<file path="config.mk">
export PLATFORM = sky130hd
export DESIGN_NAME = pvrt_ctrl
export DESIGN_NICKNAME = d
export VERILOG_FILES = /design/src/sv/pvrt_pkg.sv /design/src/sv/pvrt_ctrl.sv
export VERILOG_INCLUDE_DIRS = /design/src /design/src/sv
export SDC_FILE = /design/constraint.sdc
export NUM_CORES = 1
export LEC_CHECK = 0
export BUFFER_PORTS_ARGS = -buffer_cell sky130_fd_sc_hd__buf_4
export CORE_AREA = 2 2 39 41
export CTS_BUF_LIST = sky130_fd_sc_hd__clkbuf_16
export DETAILED_ROUTE_END_ITERATION = 8
export DIE_AREA = 0 0 41 43
export PLACE_DENSITY_LB_ADDON = 0.12
export RECOVER_POWER = 25
export SYNTH_ARGS = -nofsm -noshare
export SYNTH_HDL_FRONTEND = slang
export SYNTH_SLANG_ARGS = --single-unit
</file>
<file path="constraint.sdc">
create_clock -name clk -period 1.1 [get_ports clk]
set_input_delay 0.165 -clock clk [delete_from_list [all_inputs] [get_ports clk]]
set_output_delay 0.165 -clock clk [all_outputs]
set_load 0.03 [all_outputs]
</file>
<file path="src/sv/assert_macros.svh">
// ---------------------------------------------------------------------------
// assertion macros
// shared concurrent assertion forms, clocked on clk, disabled in reset
// ---------------------------------------------------------------------------
`ifndef ASSERT_MACROS_SVH
`define ASSERT_MACROS_SVH

// condition implies property in the same cycle
`define ASSERT_IMPL(label, cond, prop, msg) \
  label: assert property (@(posedge clk) disable iff (rst) (cond) |-> (prop)) \
    else $error(msg);

// condition implies property in the next cycle
`define ASSERT_NEXT(label, cond, prop, msg) \
  label: assert property (@(posedge clk) disable iff (rst) (cond) |=> (prop)) \
    else $error(msg);

`endif

</file>
<file path="src/sv/pvrt_pkg.sv">
// ---------------------------------------------------------------------------
// pvrt_pkg
// types, codes and defaults shared by the page valid-range tracker
// ---------------------------------------------------------------------------
package pvrt_pkg;

  localparam int DEF_PAGE_SIZE = 4096;
  localparam int DEF_NUM_PAGES = 1024;

  localparam int CMD_W  = 2;
  localparam int PAGE_W = 10;
  localparam int OFS_W  = 12;
  localparam int CNT_W  = 13;
  localparam int RUN_W  = 13;
  localparam int CHG_W  = 2;

  typedef enum logic [CMD_W-1:0] {
    CMD_MARK  = 2'd0,
    CMD_VALID = 2'd1,
    CMD_GAP   = 2'd2,
    CMD_INVAL = 2'd3
  } cmd_t;

  localparam logic [CHG_W-1:0] CHG_NONE    = 2'd0;
  localparam logic [CHG_W-1:0] CHG_UPDATED = 2'd1;
  localparam logic [CHG_W-1:0] CHG_DROPPED = 2'd2;

  typedef enum logic [1:0] {
    ST_CLEAR,
    ST_IDLE,
    ST_EXEC
  } state_t;

  typedef struct packed {
    logic load;
    logic commit;
    logic clear_step;
  } ctrl_cmd_t;

  typedef struct packed {
    logic clear_last;
  } ctrl_sts_t;

endpackage

</file>
<file path="src/sv/pvrt_ctrl.sv">
// ---------------------------------------------------------------------------
// pvrt_ctrl
// sequencer: clearing pass, item accept, commit and result handshake
// ---------------------------------------------------------------------------
`include "assert_macros.svh"

module pvrt_ctrl
  import pvrt_pkg::*;
(
  input  logic      clk,
  input  logic      rst,
  input  logic      in_valid,
  output logic      in_ready,
  output logic      out_valid,
  input  logic      out_ready,
  output ctrl_cmd_t cmd,
  input  ctrl_sts_t sts
);

  state_t state, state_next;
  logic   out_valid_next;

  always_ff @(posedge clk) begin
    if (rst) begin
      state     <= ST_CLEAR;
      out_valid <= 1'b0;
    end else begin
      state     <= state_next;
      out_valid <= out_valid_next;
    end
  end

  always_comb begin
    state_next = state;
    cmd        = '0;
    in_ready   = 1'b0;
    unique case (state)
      ST_CLEAR: begin
        cmd.clear_step = 1'b1;
        if (sts.clear_last) begin
          state_next = ST_IDLE;
        end
      end
      ST_IDLE: begin
        in_ready = 1'b1;
        if (in_valid) begin
          cmd.load   = 1'b1;
          state_next = ST_EXEC;
        end
      end
      ST_EXEC: begin
        // commit once the result register is free or being drained
        if (!out_valid || out_ready) begin
          cmd.commit = 1'b1;
          state_next = ST_IDLE;
        end
      end
      default: begin
        state_next = ST_CLEAR;
      end
    endcase
    out_valid_next = cmd.commit | (out_valid & ~out_ready);
  end

  `ASSERT_NEXT(a_one_item, in_valid && in_ready, !in_ready && state == ST_EXEC, "accept overlap")
  `ASSERT_NEXT(a_commit_shows, cmd.commit, out_valid, "committed item not presented")
  `ASSERT_IMPL(a_no_accept_clear, in_ready, !cmd.clear_step, "accept during clearing pass")

endmodule

</file>
==> run summary <==
Status -> finished with violations
Failing checks -> setup timing
RSZ-0062 raised after global routing -> true
Worst Skew -> 0.000650 ns
Slew Limit Fails -> 0
Clock Power Share -> 70.7%
Initial Utilization -> 11.4%
Final Power -> 0.793 mW
Leakage -> 0.188 nW
Dpl cells -> 43
Number of global-route vias before repair -> 193
Seq pwr share -> 15.5%
Antenna violations before repair -> 0
Least-Margin Pin Slew -> 0.224 ns
Clock tree buffer depth -> 2
VDD IR max -> 0.774 mV
Data required time of the worst path -> 0.94 ns
Hold_buf cts -> 0
Worst-Skew Late Latency -> 0.22 ns
CP arrival -> 1.09 ns
Synthesis warning total -> 0
Largest net degree at the start of global routing -> 7
Mapped Cells -> 16
Clock H-tree levels -> 1
Clock Pin Slew Worst Setup and Hold Paths -> 0.03 ns
DIE AREA -> 1760 sq um
Internal reg-to-reg setup slack -> -0.04 ns
Via/cell ratio -> 3.82
Post-DP HPWL -> 368 um
DR WL/cell -> 10.1 um
Clk root buf -> clkbuf_16
Combinational power share -> 13.9%
Vias -> 191
Clock sink total -> 3
Layout cells sized above 1 -> 73.5%
Net Sw Frac -> 19.0%
Core Rows -> 14
Nets -> 40
Period Utilization, post-route -> 114%
Grt ovf -> 0
Internal Power -> 0.643 mW
Fillers -> 148
Initial DRC Count -> 0
Avg Inst Size Synth -> 9.85 sq um
First-pass GRT wire length -> 779 um
Pwr Density -> 1990 nW/um^2
Sequential share of the synthesized area -> 38.1%
Core area -> 1380 sq um
DRC -> 0
Final setup margin -> -0.153 ns
Post-Syn Area -> 158 sq um
Kind of end point of the critical path -> output port
Post-Layout Cell Count -> 50
Die H -> 43 um
I/O pins -> 10
TritonCTS buffer count -> 3
Hold Vio Cnt, Final -> 0
WS Path Type -> flip-flop to output port
Layout area overhead -> 152%
Syn nets -> 21
Max cap viols -> 0
Synth unique cells -> 13
Crit path time final -> 1.25 ns
Antenna diodes -> 0
Die span in x -> 41 um
Rel. slew slack -> 84.9%
Routed wire length -> 505 um
Max Freq -> 798 MHz
GPL Wtd Cong -> 0.529
Total track usage -> 6.61%
ANT nets after route -> 0
Yosys reg bits -> 3
NetSw -> 0.151 mW
Worst-path fanout max -> 6
CTS tree -> done
Drt pass-1 iters -> 1
Type of the most critical hold path -> input pin to flip-flop
Number of port buffers -> 9
CP startpoint kind -> flip-flop
Setup-failing EPs final -> 4
Yosys cell counts (all sizes together):
| master | instances | area [sq um] |
|---|---|---|
| a21oi | 1 | 5.00 |
| and2b | 1 | 7.51 |
| and3b | 2 | 18.8 |
| dfxtp | 3 | 60.1 |
| nand2b | 1 | 6.26 |
| nor2 | 2 | 7.51 |
| nor2b | 1 | 6.26 |
| nor4bb | 1 | 10.0 |
| o21ba | 1 | 10.0 |
| o41ai | 1 | 8.76 |
| or2b | 1 | 7.51 |
| or4b | 1 | 10.0 |
placed cells by master, fill, tap and decap left out, drive strengths merged, types with 2 or more instances in the layout:
cell type,instances
buf,13
and3b,2
dfxtp,3
clkbuf,4
nor2,2
power by group through the flow:
stage / registers (mW) / clock network (mW) / logic, mW
6_report: 0.123 / 0.561 / 0.110
5_1_grt: 0.124 / 0.581 / 0.116
4_1_cts: 0.123 / 0.567 / 0.105
3_5_place_dp: 0.125 / 0 / 0.0883
3_3_place_gp: 0.125 / 0 / 0.0890
2_1_floorplan: 0.125 / 0 / 0.0433
layer usage:
layer | vias up | share of wire (%) | GRT usage (%)
met5 | - | 0 | 0
met4 | 0 | 0 | 4.00
met3 | 0 | 5.3 | 1.57
met2 | 5 | 57 | 11.3
met1 | 92 | 37 | 6.71
li1 | 94 | - | -
cell type report:
cell class	instances	area (sq um)	share of cell area, %
Timing Repair Buffer	14	118	29.6
Multi-Input combinational cell	13	114	28.6
Clock buffer	3	75.1	18.9
Sequential cell	3	67.6	17.0
Tap cell	16	20.0	5.03
Clock inverter	1	3.75	0.943
repair_timing:
action | CTS | global route
setup buffers | 2 | 1
pin swaps | 1 | 0
gates cloned | 0 | 0
setup endpoints to repair | 4 | 5
gates resized for setup | 8 | 3
critical path, stage by stage (launching register included):
cell and delay (ns):
dfxtp_4 0.35, or2b_1 0.25, nor2b_2 0.13, buf_6 0.14
per-stage QoR:
step	setup WS, ns	hold slack [ns]	cell area [sq um]	setup TNS [ns]	utilization (%)
6_report	-0.153	0.145	398	-0.275	28.8
5_1_grt	-0.180	0.155	398	-0.393	28.8
4_1_cts	-0.154	0.151	384	-0.296	27.8
3_5_place_dp	0.0127	0.369	263	0	19.0
3_3_place_gp	0.0226	0.371	263	0	19.0
2_1_floorplan	0.0111	0.234	160	0	-
registers in the layout, indices dropped and copies added, names as in the netlist:
| name | count |
|---|---|
| state | 2 |
| out_valid | 1 |
kinds of logic (layout without fill, tap and decap cells):
logic type      after synthesis  after routing  share of synthesized area [%]
compound gates                3              3                           15.1
buf+inv                       0             18                              0
flops                         3              3                           38.1
simple gates                 10             10                           46.8
path summary, 6_finish.rpt:
| kind | start | to | depth (start not counted) |
|---|---|---|---|
| min | rst | out_valid$_SDFF_PP0_ | 2 |
| min reg2reg | out_valid$_SDFF_PP0_ | out_valid$_SDFF_PP0_ | 2 |
| max | state[0]$_SDFFE_PP0P_ | cmd[1] | 3 |
| max reg2reg | state[1]$_SDFFE_PP0P_ | state[0]$_SDFFE_PP0P_ | 3 |
No activity file was read; power rests on OpenSTA's default activity.
